`config.mk`:
```
export PLATFORM = sky130hd
export DESIGN_NAME = gcode_line_checksum_validator
export DESIGN_NICKNAME = d
export VERILOG_FILES = /design/src/rtl/core/gclv_pkg.sv /design/src/rtl/core/gclv_parser.sv /design/src/rtl/core/gclv_verdict.sv /design/src/rtl/core/gcode_line_checksum_validator.sv
export SDC_FILE = /design/constraint.sdc
export NUM_CORES = 1
export LEC_CHECK = 0
export BUFFER_PORTS_ARGS = -buffer_cell sky130_fd_sc_hd__buf_2
export CAP_MARGIN = 10
export CORE_ASPECT_RATIO = 1.5
export CORE_MARGIN = 10
export CORE_UTILIZATION = 30
export DETAILED_ROUTE_END_ITERATION = 8
export PLACE_DENSITY_LB_ADDON = 0.2
export SETUP_SLACK_MARGIN = 0.15
export SLEW_MARGIN = 10
export SYNTH_ARGS = -nofsm -noshare
export SYNTH_HDL_FRONTEND = slang
export SYNTH_SLANG_ARGS = --single-unit
```
`constraint.sdc`:
```
create_clock -name clock -period 6.3 [get_ports clock]
set_input_delay 0.315 -clock clock [delete_from_list [all_inputs] [get_ports clock]]
set_output_delay 0.315 -clock clock [all_outputs]
set_load 0.01 [all_outputs]
```
`src/rtl/core/gclv_pkg.sv`:
```
// Shared types, codes and helpers for the G-code line checksum validator.
// Depends on nothing; every module of the block imports it.
package gclv_pkg;

   // Longest line that still counts; later bytes up to the terminator are dropped
   localparam int MAX_LINE_DEFAULT = 64;

   // Character codes
   localparam logic [7:0] CH_LF    = 8'h0A;
   localparam logic [7:0] CH_CR    = 8'h0D;
   localparam logic [7:0] CH_SPACE = 8'h20;
   localparam logic [7:0] CH_STAR  = 8'h2A;
   localparam logic [7:0] CH_ZERO  = 8'h30;
   localparam logic [7:0] CH_NINE  = 8'h39;
   localparam logic [7:0] CH_N     = 8'h4E;
   localparam logic [7:0] CH_UC_T  = 8'h54;
   localparam logic [7:0] CH_LC_T  = 8'h74;
   localparam logic [7:0] CH_UC_G  = 8'h47;
   localparam logic [7:0] CH_LC_G  = 8'h67;
   localparam logic [7:0] CH_UC_M  = 8'h4D;
   localparam logic [7:0] CH_LC_M  = 8'h6D;

   // M code that reloads the line counter
   localparam logic [15:0] LINE_RESET_CODE = 16'd110;

   // Saturation limits of the decimal fields
   localparam logic [31:0] LIM_16 = 32'h0000_FFFF;
   localparam logic [31:0] LIM_31 = 32'h7FFF_FFFF;
   localparam logic [31:0] LIM_32 = 32'hFFFF_FFFF;

   // Command letter classes as held during a line (0 means none)
   localparam logic [1:0] LETTER_NONE = 2'd0;
   localparam logic [1:0] LETTER_T    = 2'd1;
   localparam logic [1:0] LETTER_G    = 2'd2;
   localparam logic [1:0] LETTER_M    = 2'd3;

   // Verdict codes
   localparam logic [1:0] VERDICT_ACCEPT  = 2'd0;
   localparam logic [1:0] VERDICT_BAD_SUM = 2'd1;
   localparam logic [1:0] VERDICT_ORDER   = 2'd2;
   localparam logic [1:0] VERDICT_NO_CMD  = 2'd3;

   // How the line began
   typedef enum logic [1:0] {
      MODE_START,
      MODE_NPEND,
      MODE_NUM,
      MODE_UNNUM
   } gclv_mode_type;

   // Command token parse phase
   typedef enum logic [2:0] {
      PH_SEEK,
      PH_LETTERS,
      PH_CODE,
      PH_TOKEN,
      PH_ARGSKIP,
      PH_ARG,
      PH_DONE,
      PH_NONE
   } gclv_phase_type;

   // Summary of the line seen so far, parser to verdict logic
   typedef struct packed {
      logic        numbered;
      logic        star_seen;
      logic        star_digits;
      logic [15:0] star_checksum;
      logic [7:0]  running_xor;
      logic [1:0]  letter_seen;
      logic [15:0] code_value;
      logic [30:0] number_value;
      logic [31:0] reset_argument;
      logic        arg_present;
   } gclv_line_type;

   // One result item
   typedef struct packed {
      logic [31:0] expected_line;
      logic [31:0] resend_line;
      logic [30:0] line_number;
      logic        had_line_number;
      logic [15:0] cmd_code;
      logic [1:0]  cmd_letter;
      logic [1:0]  verdict;
   } gclv_result_type;

   function automatic logic is_digit(input logic [7:0] c);
      return (c >= CH_ZERO) && (c <= CH_NINE);
   endfunction

   function automatic logic [1:0] letter_class(input logic [7:0] c);
      logic [1:0] l;
      l = LETTER_NONE;
      if (c == CH_UC_T || c == CH_LC_T) l = LETTER_T;
      else if (c == CH_UC_G || c == CH_LC_G) l = LETTER_G;
      else if (c == CH_UC_M || c == CH_LC_M) l = LETTER_M;
      return l;
   endfunction

   // Append one decimal digit, saturating at lim; v*10 as two shifts and an add
   function automatic logic [31:0] dec_acc(input logic [31:0] v, input logic [7:0] c,
                                           input logic [31:0] lim);
      logic [35:0] r;
      r = ({4'b0, v} << 3) + ({4'b0, v} << 1) + {32'b0, c[3:0]};
      return (r > {4'b0, lim}) ? lim : r[31:0];
   endfunction

endpackage

```
`src/rtl/core/gclv_parser.sv`:
```
// Per-line parser: framing, running XOR, N number, star checksum and command token.
// Depends on gclv_pkg.
module gclv_parser #(
   parameter int MAX_LINE = gclv_pkg::MAX_LINE_DEFAULT
) (
   input  logic                   clock,
   input  logic                   reset,
   input  logic                   step,
   input  logic [7:0]             rx_byte,
   output logic                   line_empty,
   output gclv_pkg::gclv_line_type line
);
   import gclv_pkg::*;

   localparam int CW = $clog2(MAX_LINE + 1);
   localparam logic [CW-1:0] LIMIT = CW'(MAX_LINE);

   logic [7:0]     running_xor_ff, running_xor_in;
   logic [CW-1:0]  byte_count_ff, byte_count_in;
   gclv_phase_type phase_ff, phase_in;
   logic [30:0]    number_value_ff, number_value_in;
   logic [15:0]    star_checksum_ff, star_checksum_in;
   logic           star_seen_ff, star_seen_in;
   logic [1:0]     letter_seen_ff, letter_seen_in;
   logic [15:0]    code_value_ff, code_value_in;
   logic [31:0]    reset_argument_ff, reset_argument_in;
   logic           arg_present_ff, arg_present_in;
   gclv_mode_type  mode_ff, mode_in;
   logic           num_active_ff, num_active_in;
   logic           star_active_ff, star_active_in;
   logic           star_digits_ff, star_digits_in;

   logic           digit, is_term;
   logic [1:0]     letter;
   logic [31:0]    code_acc, number_acc, star_acc, arg_acc;

   // Command token feed results
   gclv_phase_type feed_phase;
   logic [1:0]     feed_letter;
   logic [15:0]    feed_code;
   logic [31:0]    feed_arg;
   logic           feed_arg_present;
   logic           feed_numbered;

   assign digit      = is_digit(rx_byte);
   assign letter     = letter_class(rx_byte);
   assign is_term    = (rx_byte == CH_LF) || (rx_byte == CH_CR);
   assign code_acc   = dec_acc({16'b0, code_value_ff}, rx_byte, LIM_16);
   assign number_acc = dec_acc({1'b0, number_value_ff}, rx_byte, LIM_31);
   assign star_acc   = dec_acc({16'b0, star_checksum_ff}, rx_byte, LIM_16);
   assign arg_acc    = dec_acc(reset_argument_ff, rx_byte, LIM_32);

   // Advance the command token parser by one byte
   always_comb begin
      feed_phase       = phase_ff;
      feed_letter      = letter_seen_ff;
      feed_code        = code_value_ff;
      feed_arg         = reset_argument_ff;
      feed_arg_present = arg_present_ff;
      feed_numbered    = (mode_ff == MODE_NUM);
      unique case (phase_ff)
         PH_SEEK: begin
            if (letter != LETTER_NONE) begin
               feed_letter = letter;
               feed_phase  = PH_LETTERS;
            end else if (!feed_numbered && rx_byte != CH_SPACE) begin
               feed_phase = PH_NONE;
            end
         end
         PH_LETTERS, PH_CODE: begin
            if (digit) begin
               feed_code  = code_acc[15:0];
               feed_phase = PH_CODE;
            end else if (rx_byte == CH_SPACE) begin
               feed_phase = PH_ARGSKIP;
            end else if (!(phase_ff == PH_LETTERS && letter != LETTER_NONE)) begin
               feed_phase = PH_TOKEN;
            end
         end
         PH_TOKEN: begin
            if (rx_byte == CH_SPACE) feed_phase = PH_ARGSKIP;
         end
         PH_ARGSKIP, PH_ARG: begin
            if (digit) begin
               feed_arg         = arg_acc;
               feed_arg_present = 1'b1;
               feed_phase       = PH_ARG;
            end else if (!(phase_ff == PH_ARGSKIP && rx_byte == CH_SPACE)) begin
               feed_phase = PH_DONE;
            end
         end
         default: begin
         end
      endcase
   end

   // Next line state: clear on a terminator, drop bytes past the limit
   always_comb begin
      running_xor_in    = running_xor_ff;
      byte_count_in     = byte_count_ff;
      phase_in          = phase_ff;
      number_value_in   = number_value_ff;
      star_checksum_in  = star_checksum_ff;
      star_seen_in      = star_seen_ff;
      letter_seen_in    = letter_seen_ff;
      code_value_in     = code_value_ff;
      reset_argument_in = reset_argument_ff;
      arg_present_in    = arg_present_ff;
      mode_in           = mode_ff;
      num_active_in     = num_active_ff;
      star_active_in    = star_active_ff;
      star_digits_in    = star_digits_ff;
      if (step && is_term) begin
         running_xor_in    = '0;
         byte_count_in     = '0;
         phase_in          = PH_SEEK;
         number_value_in   = '0;
         star_checksum_in  = '0;
         star_seen_in      = 1'b0;
         letter_seen_in    = LETTER_NONE;
         code_value_in     = '0;
         reset_argument_in = '0;
         arg_present_in    = 1'b0;
         mode_in           = MODE_START;
         num_active_in     = 1'b0;
         star_active_in    = 1'b0;
         star_digits_in    = 1'b0;
      end else if (step && byte_count_ff < LIMIT) begin
         byte_count_in = byte_count_ff + 1'b1;

         // Checksum side: XOR up to the star, then its decimal value
         if (!star_seen_ff) begin
            if (rx_byte == CH_STAR) begin
               star_seen_in   = 1'b1;
               star_active_in = 1'b1;
            end else begin
               running_xor_in = running_xor_ff ^ rx_byte;
            end
         end else if (star_active_ff) begin
            if (digit) begin
               star_checksum_in = star_acc[15:0];
               star_digits_in   = 1'b1;
            end else begin
               star_active_in = 1'b0;
            end
         end

         // Line number and command side
         unique case (mode_ff)
            MODE_START: begin
               if (rx_byte == CH_N) begin
                  mode_in = MODE_NPEND;
               end else begin
                  mode_in           = MODE_UNNUM;
                  phase_in          = feed_phase;
                  letter_seen_in    = feed_letter;
                  code_value_in     = feed_code;
                  reset_argument_in = feed_arg;
                  arg_present_in    = feed_arg_present;
               end
            end
            MODE_NPEND: begin
               if (digit) begin
                  mode_in         = MODE_NUM;
                  num_active_in   = 1'b1;
                  number_value_in = {27'b0, rx_byte[3:0]};
               end else begin
                  mode_in  = MODE_UNNUM;
                  phase_in = PH_NONE;
               end
            end
            MODE_NUM: begin
               if (num_active_ff) begin
                  if (digit) number_value_in = number_acc[30:0];
                  else num_active_in = 1'b0;
               end
               if (!star_seen_ff && rx_byte != CH_STAR) begin
                  phase_in          = feed_phase;
                  letter_seen_in    = feed_letter;
                  code_value_in     = feed_code;
                  reset_argument_in = feed_arg;
                  arg_present_in    = feed_arg_present;
               end
            end
            default: begin
               phase_in          = feed_phase;
               letter_seen_in    = feed_letter;
               code_value_in     = feed_code;
               reset_argument_in = feed_arg;
               arg_present_in    = feed_arg_present;
            end
         endcase
      end
   end

   // Hold the line state
   always_ff @(posedge clock) begin
      if (reset) begin
         running_xor_ff    <= '0;
         byte_count_ff     <= '0;
         phase_ff          <= PH_SEEK;
         number_value_ff   <= '0;
         star_checksum_ff  <= '0;
         star_seen_ff      <= 1'b0;
         letter_seen_ff    <= LETTER_NONE;
         code_value_ff     <= '0;
         reset_argument_ff <= '0;
         arg_present_ff    <= 1'b0;
         mode_ff           <= MODE_START;
         num_active_ff     <= 1'b0;
         star_active_ff    <= 1'b0;
         star_digits_ff    <= 1'b0;
      end else begin
         running_xor_ff    <= running_xor_in;
         byte_count_ff     <= byte_count_in;
         phase_ff          <= phase_in;
         number_value_ff   <= number_value_in;
         star_checksum_ff  <= star_checksum_in;
         star_seen_ff      <= star_seen_in;
         letter_seen_ff    <= letter_seen_in;
         code_value_ff     <= code_value_in;
         reset_argument_ff <= reset_argument_in;
         arg_present_ff    <= arg_present_in;
         mode_ff           <= mode_in;
         num_active_ff     <= num_active_in;
         star_active_ff    <= star_active_in;
         star_digits_ff    <= star_digits_in;
      end
   end

   // Export the summary for the end-of-line decision
   assign line_empty          = (byte_count_ff == '0);
   assign line.numbered       = (mode_ff == MODE_NUM);
   assign line.star_seen      = star_seen_ff;
   assign line.star_digits    = star_digits_ff;
   assign line.star_checksum  = star_checksum_ff;
   assign line.running_xor    = running_xor_ff;
   assign line.letter_seen    = letter_seen_ff;
   assign line.code_value     = code_value_ff;
   assign line.number_value   = number_value_ff;
   assign line.reset_argument = reset_argument_ff;
   assign line.arg_present    = arg_present_ff;

endmodule

```
`src/rtl/core/gclv_verdict.sv`:
```
// End-of-line decision: checksum and order checks, line counter, result item.
// Depends on gclv_pkg.
module gclv_verdict (
   input  logic                     clock,
   input  logic                     reset,
   input  logic                     fire,
   input  gclv_pkg::gclv_line_type   line,
   output gclv_pkg::gclv_result_type result
);
   import gclv_pkg::*;

   logic [31:0] last_line_ff, last_line_in;
   logic [31:0] next_line;
   logic        is_reset, sum_bad, out_of_order;

   assign next_line    = last_line_ff + 32'd1;
   assign is_reset     = (line.letter_seen == LETTER_M) && (line.code_value == LINE_RESET_CODE);
   assign sum_bad      = line.numbered && (!line.star_seen || !line.star_digits ||
                         line.star_checksum != {8'b0, line.running_xor});
   assign out_of_order = line.numbered && ({1'b0, line.number_value} != next_line) && !is_reset;

   // Decide the verdict and the new line counter
   always_comb begin
      last_line_in           = last_line_ff;
      result.verdict         = VERDICT_ACCEPT;
      result.cmd_letter      = 2'd0;
      result.cmd_code        = '0;
      result.resend_line     = '0;
      if (sum_bad) begin
         result.verdict     = VERDICT_BAD_SUM;
         result.resend_line = next_line;
      end else if (line.letter_seen == LETTER_NONE) begin
         result.verdict = VERDICT_NO_CMD;
      end else begin
         result.cmd_letter = line.letter_seen - 2'd1;
         result.cmd_code   = line.code_value;
         if (out_of_order) begin
            result.verdict     = VERDICT_ORDER;
            result.resend_line = next_line;
         end else if (is_reset) begin
            last_line_in = line.arg_present ? line.reset_argument : 32'd1;
         end else if (line.numbered) begin
            last_line_in = next_line;
         end
      end
      result.had_line_number = line.numbered;
      result.line_number     = line.numbered ? line.number_value : '0;
      result.expected_line   = last_line_in;
   end

   // Advance the line counter only when a line closes
   always_ff @(posedge clock) begin
      if (reset) begin
         last_line_ff <= '0;
      end else if (fire) begin
         last_line_ff <= last_line_in;
      end
   end

endmodule

```
`src/rtl/core/gcode_line_checksum_validator.sv`:
```
// Top level of the G-code line checksum validator: input register, parser,
// verdict logic and result register. Depends on gclv_pkg, gclv_parser, gclv_verdict.
//
//  channel  direction  transfer on             contents
//  req_     in         req_tvalid & req_tready one received byte
//  rsp_     out        rsp_tvalid & rsp_tready one verdict per non-empty line
//
// One byte per cycle sustained while no waiting result holds back a closing line;
// a terminator's byte is held in the input register and its verdict is captured
// in the result register when that byte steps on.
// Reset is synchronous and clears the line state, the line counter and both valids.
// A waiting result stalls the parser only when another line closes behind it;
// the input register accepts a new byte whenever the parser moves on.
module gcode_line_checksum_validator #(
   parameter int MAX_LINE = gclv_pkg::MAX_LINE_DEFAULT
) (
   input  logic          clock,
   input  logic          reset,
   input  logic          req_tvalid,
   output logic          req_tready,
   input  logic [7:0]    req_tdata,   // [7:0] rx_byte
   output logic          rsp_tvalid,
   input  logic          rsp_tready,
   output logic [119:0]  rsp_tdata    // [1:0] verdict, [3:2] cmd_letter, [19:4] cmd_code,
                                      // [20] had_line_number, [51:21] line_number,
                                      // [83:52] resend_line, [115:84] expected_line, zero pad
);
   import gclv_pkg::*;

   logic            in_valid_ff, in_valid_in;
   logic [7:0]      in_byte_ff;
   logic            out_valid_ff, out_valid_in;
   gclv_result_type out_result_ff;

   logic            step, is_term, closes, fire, line_empty;
   gclv_line_type   line;
   gclv_result_type result;

   // A byte moves on unless it closes a line while the result register is full and not being taken
   assign is_term    = (in_byte_ff == CH_LF) || (in_byte_ff == CH_CR);
   assign closes     = is_term && !line_empty;
   assign step       = in_valid_ff && (!closes || !out_valid_ff || rsp_tready);
   assign fire       = step && closes;
   assign req_tready = !in_valid_ff || step;

   gclv_parser #(
      .MAX_LINE(MAX_LINE)
   ) u_parser (
      .clock      (clock),
      .reset      (reset),
      .step       (step),
      .rx_byte    (in_byte_ff),
      .line_empty (line_empty),
      .line       (line)
   );

   gclv_verdict u_verdict (
      .clock  (clock),
      .reset  (reset),
      .fire   (fire),
      .line   (line),
      .result (result)
   );

   // Input register: load on transfer, drop once stepped
   always_comb begin
      in_valid_in = in_valid_ff;
      if (req_tvalid && req_tready) in_valid_in = 1'b1;
      else if (step) in_valid_in = 1'b0;
   end

   // Result register: load on a closed line, drop once taken
   always_comb begin
      out_valid_in = out_valid_ff;
      if (fire) out_valid_in = 1'b1;
      else if (rsp_tready) out_valid_in = 1'b0;
   end

   always_ff @(posedge clock) begin
      if (reset) begin
         in_valid_ff  <= 1'b0;
         out_valid_ff <= 1'b0;
      end else begin
         in_valid_ff  <= in_valid_in;
         out_valid_ff <= out_valid_in;
      end
   end

   // Hold payloads
   always_ff @(posedge clock) begin
      if (req_tvalid && req_tready) in_byte_ff <= req_tdata;
      if (fire) out_result_ff <= result;
   end

   assign rsp_tvalid = out_valid_ff;
   assign rsp_tdata  = {4'b0, out_result_ff};

   // A new result only follows a byte that was waiting in the input register
   a_result_from_byte : assert property (@(posedge clock) disable iff (reset)
      $rose(rsp_tvalid) |-> $past(in_valid_ff))
      else $error("result appeared without a pending byte");

   // Accepted or commandless lines never ask for a resend
   a_no_resend : assert property (@(posedge clock) disable iff (reset)
      rsp_tvalid && (out_result_ff.verdict == VERDICT_ACCEPT ||
                     out_result_ff.verdict == VERDICT_NO_CMD)
      |-> out_result_ff.resend_line == 32'd0)
      else $error("resend line set without a resend verdict");

   // Unnumbered lines carry no number and cannot fail the checksum
   a_unnumbered : assert property (@(posedge clock) disable iff (reset)
      rsp_tvalid && !out_result_ff.had_line_number
      |-> out_result_ff.line_number == 31'd0 && out_result_ff.verdict != VERDICT_BAD_SUM)
      else $error("unnumbered line reported a number or a bad checksum");

   // A bad checksum discards the command
   a_bad_sum_clear : assert property (@(posedge clock) disable iff (reset)
      rsp_tvalid && out_result_ff.verdict == VERDICT_BAD_SUM
      |-> out_result_ff.cmd_letter == 2'd0 && out_result_ff.cmd_code == 16'd0)
      else $error("command reported on a bad checksum line");

endmodule

```
# --- Word-level counts from Yosys, hierarchy flattened ---
# Index checks and enable logic that the tools add are counted.
word_totals:
  register_bits: 280
  latch_bits: 0
  ram_bits: 0
  rom_bits: 0
  out_inout_bits: 122
  elab_cells: 203
  n_memories: 0
op_classes:
  addsub: 11
  n_mul: 0
  div: 0
  n_lt_le_gt_ge: 7
  n_eq_ne: 30
  shift: 0
  muxes: 71
  bitwise: 4
  n_reduce_logical: 54
ops:
  columns: ["operator", "n"]
  rows:
  - ["2-to-1 mux 32 bit", 14]
  - ["2-to-1 mux 31 bit", 4]
  - ["2-to-1 mux 16 bit", 6]
  - ["one-hot mux 32 bit (3 select lines)", 1]
  - ["> comparator 36 x 16 -> 1 bit (second input constant)", 2]
  - ["one-hot mux 31 bit (2 select lines)", 1]
  - ["equality test 8 x 7 -> 1 bit (second input constant)", 7]
  - ["one-hot mux 16 bit (3 select lines)", 1]
  - ["adder 20 x 4 -> 21 bit", 2]
  - ["adder 19 x 17 -> 20 bit", 2]
  - ["adder 35 x 33 -> 36 bit", 1]
  - ["adder 35 x 4 -> 36 bit", 1]
  - ["adder 36 x 4 -> 36 bit", 1]
  - ["> comparator 36 x 31 -> 1 bit (second input constant)", 1]
  - ["> comparator 36 x 32 -> 1 bit (second input constant)", 1]
  - ["adder 34 x 32 -> 35 bit", 1]
  - ["2-to-1 mux 3 bit", 11]
  - ["adder 32 x 1 -> 32 bit (second input constant)", 1]
  - ["inequality test 31 x 32 -> 1 bit", 1]
  - ["2-to-1 mux 2 bit", 10]
  - ["2-to-1 mux 1 bit", 17]
  - ["equality test 16 x 7 -> 1 bit (second input constant)", 1]
  - ["equality test 8 x 4 -> 1 bit (second input constant)", 2]
  - ["equality test 8 x 6 -> 1 bit (second input constant)", 2]
  - ["34 further kinds", 86]

# --- Logic depth before layout (Yosys ltp) ---
# Gate-level depths: netlist of the first run.
depth:
  ltp_word: 13
  mapped_depth: 16
  depth_no_buf: 14

# --- Cells and area by module ---
# Synthesis of the first run repeated with hierarchy kept, for this count alone.
unflattened:
  hier_cells: 2202
  hier_area_um2: 20288.2
modules_own_cells:
  columns: ["mod", "instances", "cells_per_inst", "area_per_inst_um2", "seq_area_each_um2"]
  rows:
  - ["gclv_parser", 1, 1266, 10737.8, 2442.3]
  - ["gclv_verdict", 1, 789, 5621.6, 640.6]
  - ["gcode_line_checksum_validator", 1, 147, 3928.8, 3763.6]

# --- Worst setup path after synthesis of the first run ---
# No wires, ideal clock.
synth_path:
  path_type: "reg2reg"
  from: "reg in_byte_ff[3]"
  to: "reg u_parser.reset_argument_ff[2]"
  setup_ns: 0.128
  arrival_ns: 4.402
  slack_ns: 1.770
  stages_incl_launch_ff: 14
  path_buffers: 1
  period_less_slack_ns: 4.530
  cell_sequence: "edfxtp_1 fa_1 ha_1 a211oi_1 o21bai_1 a2111oi_0 o221ai_1 o211ai_1 o21a_1 mux2i_1 and3_1 a2111oi_1 clkbuf_1 a21oi_1"
synth_between:
  elab_chain_len: 9
synth_lines:
  columns: ["item", "line_no", "text"]
  rows:
  - ["start, declared", "gcode_line_checksum_validator.sv:31", "logic [7:0] in_byte_ff;"]
  - ["start signal, assigned", "gcode_line_checksum_validator.sv:91", "if (req_tvalid && req_tready) in_byte_ff <= req_tdata;"]
  - ["branches (longest 9 deep; another with adder 36 x 4 -> 36 bit)", null, null]
  - ["end signal, assigned", "gclv_parser.sv:222", "reset_argument_ff <= reset_argument_in;"]
  - ["end, declared", "gclv_parser.sv:26", "logic [31:0] reset_argument_ff, reset_argument_in;"]
# Several ways; the timed one is not identified. The select of a mux whose other input is x is not followed.
# A chain may end at the register's enable or synchronous reset.

# --- Final worst setup path of the first run ---
layout_path:
  from: "reg in_byte_ff[3]"
  to: "reg u_parser.number_value_ff[20]"
layout_between:
  elab_chain_len: 9
layout_lines:
  columns: ["item", "line_no", "text"]
  rows:
  - ["branches (longest 9 deep; another with adder 35 x 4 -> 36 bit)", null, null]
  - ["end signal, assigned", "gclv_parser.sv:217", "number_value_ff <= number_value_in;"]
  - ["end, declared", "gclv_parser.sv:21", "logic [30:0] number_value_ff, number_value_in;"]
# Several ways; the timed one is not identified. The select of a mux whose other input is x is not followed.

==> flow_summary.ini, run 1 <==
[drt]
detail_route.wl_per_cell_um = 20.1
ant_nets = 0
firstDrtPassIters = 5
drt_iter0_drc = 990
drc = 0
drt_wl_total_um = 60800
via_per_inst = 5.33
num_vias = 16099

[critical_path]
required_ns = 6.82
endpoint_kind = flop
worstPathMaxFanout = 18
r2r_cells = 15
worstSetupPathType = reg2reg
start_kind = flop
critical_path.max_stage_delay_ns = 0.75
critPathBufInv = 3
cp_slowest_cell = nor2_1
worstPathArrival_ns = 5.59
reg2reg_from = in_byte_ff[3]
reg2reg_to = u_parser.number_value_ff[20]
crit_cells = 15
crit_path_end = u_parser.number_value_ff[20]
path_cells = inv_1, fa_1, inv_1, ha_1, nor2b_1, o31a_1, o32ai_1, o311ai_0, o21ai_0, o21ai_0, xnor2_1, and3_1, buf_4, nor2_1, a221o_1
critPathTopFamily = compound AO/OA/AOI/OAI gates
crit_start = in_byte_ff[3]
rrSetupSlack_ns = 1.23

[sta]
fin_crit_sh = 0.804
rsz0062_at_grt = no
period_needed_ns = 5.07
hold_viol_final = 0
fmax_ghz = 0.197
worst_slew_pin_slew_ns = 1.15
relSlewSlack = 0.233
setup_viol = 0
finalSetupTns_ns = 0
skew_ns = 0.0163
postLayoutSetupSlackWorst_ns = 1.23
drv_slew = 0

[logic_synthesis]
ys_seq_area_frac = 0.359
yosysUniqueCellTypes = 83
ys_async_sr_fraction = 0
synth.area.top_cells = edfxtp_1 (19%), dfxtp_1 (16%), ha_1 (13%), a21oi_1 (4.9%), o21ai_0 (4.6%)
synth_edf_count = 124
synthFlopType = dfxtp_1
synth_top_area_share = 0.195
ys_ff_latch = 280
syn_area_sq_um = 19100
synth_top_area_cell = edfxtp_1
syn_inst = 2121
yosys_warnings = 0
synth.avg_cell_area_sq_um = 9.00

[floorplan]
dieArea_sq_um = 74400
io_pins = 134
core_area_sq_um = 63200
die_w_um = 226
die_y_um = 329
initial_core_util = 0.302
num_rows = 113

[finish]
area_growth_pct = 13.1
drive_above_1_share = 0.116
antennaDiodeCount = 0
fill_cells = 6503
fin_nets = 2405

[clocking]
cts_hold_buf = 9
cts_made_buffers = 29
cts_max_level = 1
worstSkewPairLatency_ns = 0.59
cts_tree = done
clockBufferDepth = 3
cts_setup_buffers = 0
cts_sinks = 280
clock-root-buffer = clkbuf_16
cts_resized = 0
path_clk_slew_ns = 0.06

[power_and_ir_drop]
peakVddDrop_mv = 0.202
cellLeakagePower_uw = 0.00928
p_per_area_nw_per_um2 = 182

[grt]
grt_overflow = 0
grt_pass1_vias = 16315
grt_pass1_wl_um = 94700
antenna_found_initial = 0
grt_max_degree = 77
grt_usage = 0.160

[outcome]
status = finished clean

[placement]
io_buffers = 129
dpl_worst_slack_ns = 1.16
gp_congestion = 0.889
dp_hpwl_um = 46900

[job]
maxCapViolCount = 0

[min_path]
hold_class = in2reg
## registers in the layout, indices dropped and copies added, names as in the netlist, 7 cells and up
signal	count
u_parser.reset_argument_ff	32
u_parser.code_value_ff	16
u_parser.star_checksum_ff	16
rsp_tdata	116
u_verdict.last_line_ff	32
u_parser.byte_count_ff	7
u_parser.running_xor_ff	8
u_parser.number_value_ff	31
in_byte_ff	8
## worst min-delay path, cell delays in order
cell,delay [ns]
buf_2,0.07
nand2b_1,0.16
a21oi_1,0.08
## report_power, final
group / total [uW] / internal, uW / switching [uW]
Combinational: 127 / 43.2 / 83.8
Sequential: 1920 / 1890 / 24.4
Clock: 1890 / 1100 / 788
## kinds of logic after synthesis
logic type               share of synthesized area
buffers and inverters                       0.0397
adder cells (fa/ha/maj)                      0.134
XOR/XNOR                                    0.0804
AO/OA/AOI/OAI                                0.186
flip-flops                                   0.359
other                                     0.000196
AND/OR/NAND/NOR                              0.166
multiplexers                                0.0349
## metal layers
| metal | up-vias | GRT usage | wire length [um] |
|---|---|---|---|
| li1 | 7883 | - | - |
| met1 | 7758 | 0.183 | 24800 |
| met2 | 358 | 0.297 | 31500 |
| met3 | 100 | 0.0199 | 2500 |
| met4 | 0 | 0.0564 | 2020 |
| met5 | - | 0 | 0 |
## cells in the final DEF, fill, tap and decap left out, types with 26 or more instances in the layout
master / count
buf_2: 129
mux2_2: 28
nand4_1: 31
nand3_1: 63
xnor2_1: 89
clkbuf_16: 29
xor2_1: 81
a21oi_1: 188
nand2_1: 131
inv_1: 64
mux2i_1: 35
o21ai_0: 176
and2_1: 31
nor3_1: 28
and3_1: 32
dfxtp_1: 156
nor2_1: 186
nor2b_1: 26
a21o_1: 46
ha_1: 191
edfxtp_1: 124
## area by class of cell
type / instances / area, sq um / area share
sequential: 280 / 6850 / 0.317
clock inverter: 23 / 275 / 0.0127
tap: 805 / 1010 / 0.0467
inverter: 66 / 250 / 0.0116
clock buffer: 31 / 743 / 0.0344
multi-input combinational: 1655 / 11600 / 0.535
timing repair buffer: 162 / 916 / 0.0424
## cells in the mapped netlist (9+ instances only)
cell,instances
ha_1,191
edfxtp_1,124
and2_1,31
or3_1,16
a221o_1,13
or2_2,14
o211ai_1,12
dfxtp_1,156
buf_2,9
nand2_1,131
o21ai_0,177
nor2_1,187
and3_1,32
nor3_1,28
a21oi_1,188
nor2b_1,26
xor2_1,81
mux2i_1,35
nor4_1,19
nand4_1,31
inv_1,65
a21o_1,46
a211oi_1,12
a31oi_1,10
o21a_1,12
o21bai_1,15
clkbuf_1,103
nand3_1,63
mux2_2,28
nand2b_1,24
or4_1,9
xnor2_1,89
## through the flow
step	total power (uW)	hold WS (ns)	utilization	cells	instance area, sq um
3_5_place_dp	2080	0.460	0.324	2959	20500
4_1_cts	3990	0.0715	0.342	3022	21600
6_report	3930	0.106	0.342	3022	21600
2_1_floorplan	2040	0.414	-	2124	19100
3_3_place_gp	2080	0.451	0.324	2959	20500
5_1_grt	4070	0.124	0.342	3022	21600
## how the worst min path moves through the flow
| stage | from | depth (start not counted) | to |
|---|---|---|---|
| detailed placement | u_parser.arg_present_ff | 2 | u_parser.arg_present_ff |
| CTS | rsp_tready | 3 | rsp_tvalid |
| global placement | u_parser.star_digits_ff | 2 | u_parser.star_digits_ff |
| finish | rsp_tready | 3 | rsp_tvalid |
| global route | rsp_tready | 3 | rsp_tvalid |
| floorplan | req_tdata[0] | 0 | in_byte_ff[0] |
(Power assumes the default switching activity.)
==> run 2, diff against run 1 <==
==> constraint.sdc (replaced) <==
create_clock -name clock -period 4.3 [get_ports clock]
set_input_delay 0.215 -clock clock [delete_from_list [all_inputs] [get_ports clock]]
set_output_delay 0.215 -clock clock [all_outputs]
set_load 0.01 [all_outputs]
==> run 2 against run 1 <==
Compared with the run above:
- die area did not move
- wire length grew 5.1%
- final area up 4.6%
- sequential share of layout area down 1.4 points
- combinational power up 66%
- clock skew rose by 0.012 ns
- flip-flop and latch count did not move
- non-clock buffer count rose by 104
- clock-buffer cell count is 2 higher
- worst setup slack worse by 0.99 ns
- critical endpoint is now u_verdict.last_line_ff[23]
- largest cell class unchanged
==> flow_summary.ini, run 2 (same netlist as run 1, synthesis figures left out) <==
[outcome]
status = finished clean

[power_and_ir_drop]
clockPowerShare = 0.473
seqPwrFrac = 0.490
peakVddDrop_mv = 0.273
comb_power_share = 0.037
cellLeakagePower_uw = 0.00984
p_sw_uw = 1370
p_sw_frac = 0.239
p_per_area_nw_per_um2 = 253
cellInternalPower_uw = 4350

[grt]
grt_usage = 0.165
grt_pass1_wl_um = 97000
grt_pass1_vias = 16724
grt_max_degree = 77
antenna_found_initial = 0
grt_overflow = 0

[finish]
most-common-layout-cells = ha_1 (191), a21oi_1 (188), nor2_1 (184)
fin_nets = 2511
final_area_sq_um = 22600
final_core_util = 0.357
final_common_cell = ha_1
largest_register_ff_count = 116
area_growth_pct = 18.2
drive_above_1_share = 0.164

[sta]
postLayoutSetupSlackWorst_ns = 0.245
period_needed_ns = 4.05
relSlewSlack = 0.146
setup_viol = 0
fmax_ghz = 0.247
worst_slew_pin_slew_ns = 1.28
hold_viol_final = 0
skew_ns = 0.0279
finalSetupTns_ns = 0
fin_crit_sh = 0.943
drv_slew = 0
rsz0062_at_grt = no

[drt]
ant_nets = 0
num_vias = 16562
via_per_inst = 5.29
firstDrtPassIters = 5
drc = 0
detail_route.wl_per_cell_um = 20.4
drt_iter0_drc = 1024
drt_wl_total_um = 63800

[clocking]
clockBufferDepth = 3
clock-root-buffer = clkbuf_16
worstSkewPairLatency_ns = 0.60
path_clk_slew_ns = 0.07
cts_sinks = 280
cts_max_level = 1
cts_tree = done
cts_made_buffers = 31

[placement]
dp_hpwl_um = 48700
dpl_worst_slack_ns = 0.0241
placed_cell_area_sq_um = 21200
gp_congestion = 0.919
io_buffers = 129

[job]
maxCapViolCount = 0

[critical_path]
worstPathMaxFanout = 13
required_ns = 4.76
start_kind = flop
reg2reg_to = u_verdict.last_line_ff[23]
crit_top_cell = buf_4
endpoint_kind = flop
critPathBufInv = 4
path_cells = nand3_2, or3_1, buf_4, or2_1, a221o_1, a2111oi_1, and4_1, nand4_2, buf_4, a211oi_4, clkbuf_16, buf_12, mux2i_1, nor2_1
worstSetupPathType = reg2reg
rrSetupSlack_ns = 0.25
critPathTopFamily = simple AND/OR/NAND/NOR gates
reg2reg_from = u_verdict.last_line_ff[5]
r2r_cells = 14
critical_path.max_stage_delay_ns = 0.49
cp_slowest_cell = a2111oi_1
worstPathArrival_ns = 4.51

[min_path]
hold_path_end = u_parser.byte_count_ff[6]
holdPathStages = 6
hold_class = in2reg
hp-start = rsp_tready

[floorplan]
die_w_um = 226
initial_core_util = 0.302
die_y_um = 329
dieArea_sq_um = 74400
num_rows = 113
core_area_sq_um = 63200
io_pins = 134
## run 2: what timing repair did
action / 4_1_cts / 5_1_grt
setup buffers: 0 / 11
gates resized for setup: 5 / 32
hold endpoints to repair: 10 / 0
pin swaps: 0 / 8
endpoints found under the setup margin: 62 / 101
cloned: 0 / 3
hold buffers: 12 / 0
## run 2: per-layer routing
metal | wire length [um] | vias up | track usage
li1 | - | 8081 | -
met1 | 25500 | 7967 | 0.185
met2 | 32900 | 405 | 0.303
met3 | 2770 | 109 | 0.0215
met4 | 2700 | 0 | 0.0727
met5 | 0 | - | 0
## run 2: worst max path at each step
| stage | start | to | slack, ns | cells past startpoint |
|---|---|---|---|---|
| after floorplan | in_byte_ff[3] | u_parser.reset_argument_ff[2] | 0.16 | 13 |
| after global placement | u_parser.number_value_ff[21] | u_parser.number_value_ff[0] | 0.04 | 12 |
| after detailed placement | in_byte_ff[3] | u_parser.reset_argument_ff[3] | 0.02 | 13 |
| after CTS | in_byte_ff[3] | u_parser.reset_argument_ff[28] | 0.16 | 13 |
| after global routing | in_byte_ff[3] | u_parser.reset_argument_ff[15] | 0.13 | 14 |
| final | u_verdict.last_line_ff[5] | u_verdict.last_line_ff[23] | 0.25 | 14 |
## run 2: power groups by stage
stage	clock network [uW]	registers, uW	logic (uW)
final	2710	2800	211
after detailed placement	0	2860	203
after floorplan	0	2850	135
after global placement	0	2860	202
after global routing	2860	2810	234
after CTS	2780	2800	212
## run 2: cell type report
class                           instances  area, sq um
Fill cell                            6511        40600
Multi-Input combinational cell       1655        11700
Sequential cell                       280         6850
Timing Repair Buffer                  266         1800
Tap cell                              805         1010
Clock buffer                           33          783
Inverter                               66          251
Clock inverter                         25          226
Antenna cell                            1         2.50
## run 2: stage by stage
stage	cells	hold WS [ns]	total power, uW
after floorplan	2124	0.314	2990
after global routing	3130	0.338	5900
after global placement	3046	0.396	3060
after CTS	3116	0.305	5790
after detailed placement	3046	0.396	3060
final	3131	0.325	5720
## run 2: worst register-to-register path, cell delays in order, from the launching register on
cell and delay, ns:
dfxtp_1 0.44, nand3_2 0.13, or3_1 0.40, buf_4 0.18, or2_1 0.26, a221o_1 0.32
a2111oi_1 0.49, and4_1 0.37, nand4_2 0.18, buf_4 0.20, a211oi_4 0.33, clkbuf_16 0.25
buf_12 0.14, mux2i_1 0.19, nor2_1 0.06
==> run 3, diff against run 2 <==
--- a/config.mk
+++ b/config.mk
@@ -7,7 +7,6 @@
 export LEC_CHECK = 0
 export BUFFER_PORTS_ARGS = -buffer_cell sky130_fd_sc_hd__buf_2
 export CAP_MARGIN = 10
-export CORE_ASPECT_RATIO = 1.5
 export CORE_MARGIN = 10
 export CORE_UTILIZATION = 30
 export DETAILED_ROUTE_END_ITERATION = 8
==> run 3 against run 2 <==
Compared with the run above:
- sequential power about the same
- clock skew down 0.0084 ns
- flip-flop and latch count unchanged
- combinational power down 6%
- critical endpoint is now rsp_tdata[115]
==> flow_summary.ini, run 3 (same netlist as run 1, synthesis figures left out) <==
[outcome]
status = finished clean

[critical_path]
worstPathMaxFanout = 13
crit_cells = 11
rrSetupSlack_ns = 0.35
cp_slowest_cell = or4_1
endpoint_kind = flop
critPathBufInv = 2
critPathTopFamily = simple AND/OR/NAND/NOR gates
worstSetupPathType = reg2reg
start_kind = flop
worstPathArrival_ns = 4.24
required_ns = 4.59
r2r_cells = 11
reg2reg_to = rsp_tdata[115]
critical_path.max_stage_delay_ns = 0.57
reg2reg_from = u_verdict.last_line_ff[11]
path_cells = nand4_2, or4_1, or4_1, buf_4, or3_1, a21oi_1, nor4_2, nand4_2, a21o_1, buf_4, mux2_2

[placement]
dp_hpwl_um = 46100
gp_congestion = 0.887
dp_cells = 3068
io_buffers = 129

[sta]
drv_slew = 0
fin_crit_sh = 0.918
hold_viol_final = 0
worst_slew_pin_slew_ns = 1.14
relSlewSlack = 0.241
finalSetupTns_ns = 0
rsz0062_at_grt = yes
period_needed_ns = 3.95
setup_viol = 0
fmax_ghz = 0.253
finalHoldWorstSlack_ns = 0.0413
skew_ns = 0.0195

[power_and_ir_drop]
cellLeakagePower_uw = 0.00979
peakVddDrop_mv = 0.214
p_per_area_nw_per_um2 = 271
finalPower_uw = 6110

[finish]
largest_register_ff_count = 116
area_growth_pct = 18.3
regArea_sq_um = 6850
drive_above_1_share = 0.155
final_core_util = 0.358
fill_cells = 6514
antennaDiodeCount = 0
fin_nets = 2482
final_common_cell = ha_1
fin_cells = 3142
most-common-layout-cells = ha_1 (191), a21oi_1 (188), nor2_1 (185)
multi_input_area_sq_um = 11700

[drt]
num_vias = 16343
via_per_inst = 5.20
drt_iter0_drc = 1095
detail_route.wl_per_cell_um = 19.3
drc = 0
ant_nets = 0
drt_wl_total_um = 60700
firstDrtPassIters = 5

[floorplan]
die_y_um = 272
dieArea_sq_um = 74200
initial_core_util = 0.303
io_pins = 134
num_rows = 92
core_area_sq_um = 63100
die_w_um = 272

[clocking]
cts_max_level = 2
cts_tree = done
path_clk_slew_ns = 0.06
cts_sinks = 280
clock-root-buffer = clkbuf_16
cts_made_buffers = 35
clockBufferDepth = 3
worstSkewPairLatency_ns = 0.55

[grt]
grt_pass1_vias = 16337
grt_usage = 0.159
grt_overflow = 0
antenna_found_initial = 0
grt_max_degree = 77
grt_pass1_wl_um = 94300

[min_path]
hold_path_end = u_verdict.last_line_ff[1]
hold_class = in2reg
hp-start = reset
holdPathStages = 2

[job]
maxCapViolCount = 0
run 3: cell count changes in the layout (fill, tap and decap cells not counted), sizes merged:
cell	change
clkinv	-6
clkinvlp	-5
dlygate4sd3	-3
diode	-1
bufinv	+1
buf	-30
inv	-1
clkbuf	+15
run 3: worst reg2reg max path, cell delays in order (launching register included):
cell     delay [ns]
dfxtp_1        0.34
nand4_2        0.12
or4_1          0.56
or4_1          0.57
buf_4          0.19
or3_1          0.31
a21oi_1        0.22
nor4_2         0.08
nand4_2        0.14
a21o_1         0.49
buf_4          0.31
mux2_2         0.36
run 3: area by class of cell:
type | instances | area share
clock buffers | 48 | 0.0446
well taps | 846 | 0.0468
repair buffers | 233 | 0.0685
multi-input cells | 1655 | 0.517
inverters | 66 | 0.0111
flip-flops and latches | 280 | 0.303
clock inverters | 14 | 0.00875
run 3: timing repair:
item,in CTS,in global routing
gates resized for setup,1,32
gates cloned,0,2
hold endpoints to repair,9,0
hold buffers,9,0
pin swaps,1,7
endpoints found under the setup margin,9,81
setup buffers,0,1
run 3: per-layer routing:
layer | up-vias | track usage | wire length (um)
li1 | 8041 | - | -
met1 | 7831 | 0.215 | 28500
met2 | 387 | 0.255 | 27600
met3 | 84 | 0.0246 | 3070
met4 | 0 | 0.0504 | 1610
met5 | - | 0 | 0
run 3: worst max path at each step:
stage / start / to
global route: in_byte_ff[3] / u_parser.star_checksum_ff[1]
floorplan: in_byte_ff[3] / u_parser.reset_argument_ff[2]
CTS: in_byte_ff[3] / u_parser.reset_argument_ff[20]
global placement: u_parser.number_value_ff[0] / u_parser.number_value_ff[0]
detailed placement: u_parser.number_value_ff[0] / u_parser.number_value_ff[0]
finish: u_verdict.last_line_ff[11] / rsp_tdata[115]
run 3: through the flow:
step | setup WS, ns | area, sq um
after CTS | 0.151 | 22400
after floorplan | 0.158 | 19100
after global placement | 0.0799 | 21100
final | 0.353 | 22600
after global routing | 0.115 | 22600
after detailed placement | 0.128 | 21100
run 3: power by group:
group          total (uW)  switching (uW)  internal, uW
Combinational         199             130          69.2
Sequential           2810            28.2          2780
Clock                3110            1220          1900
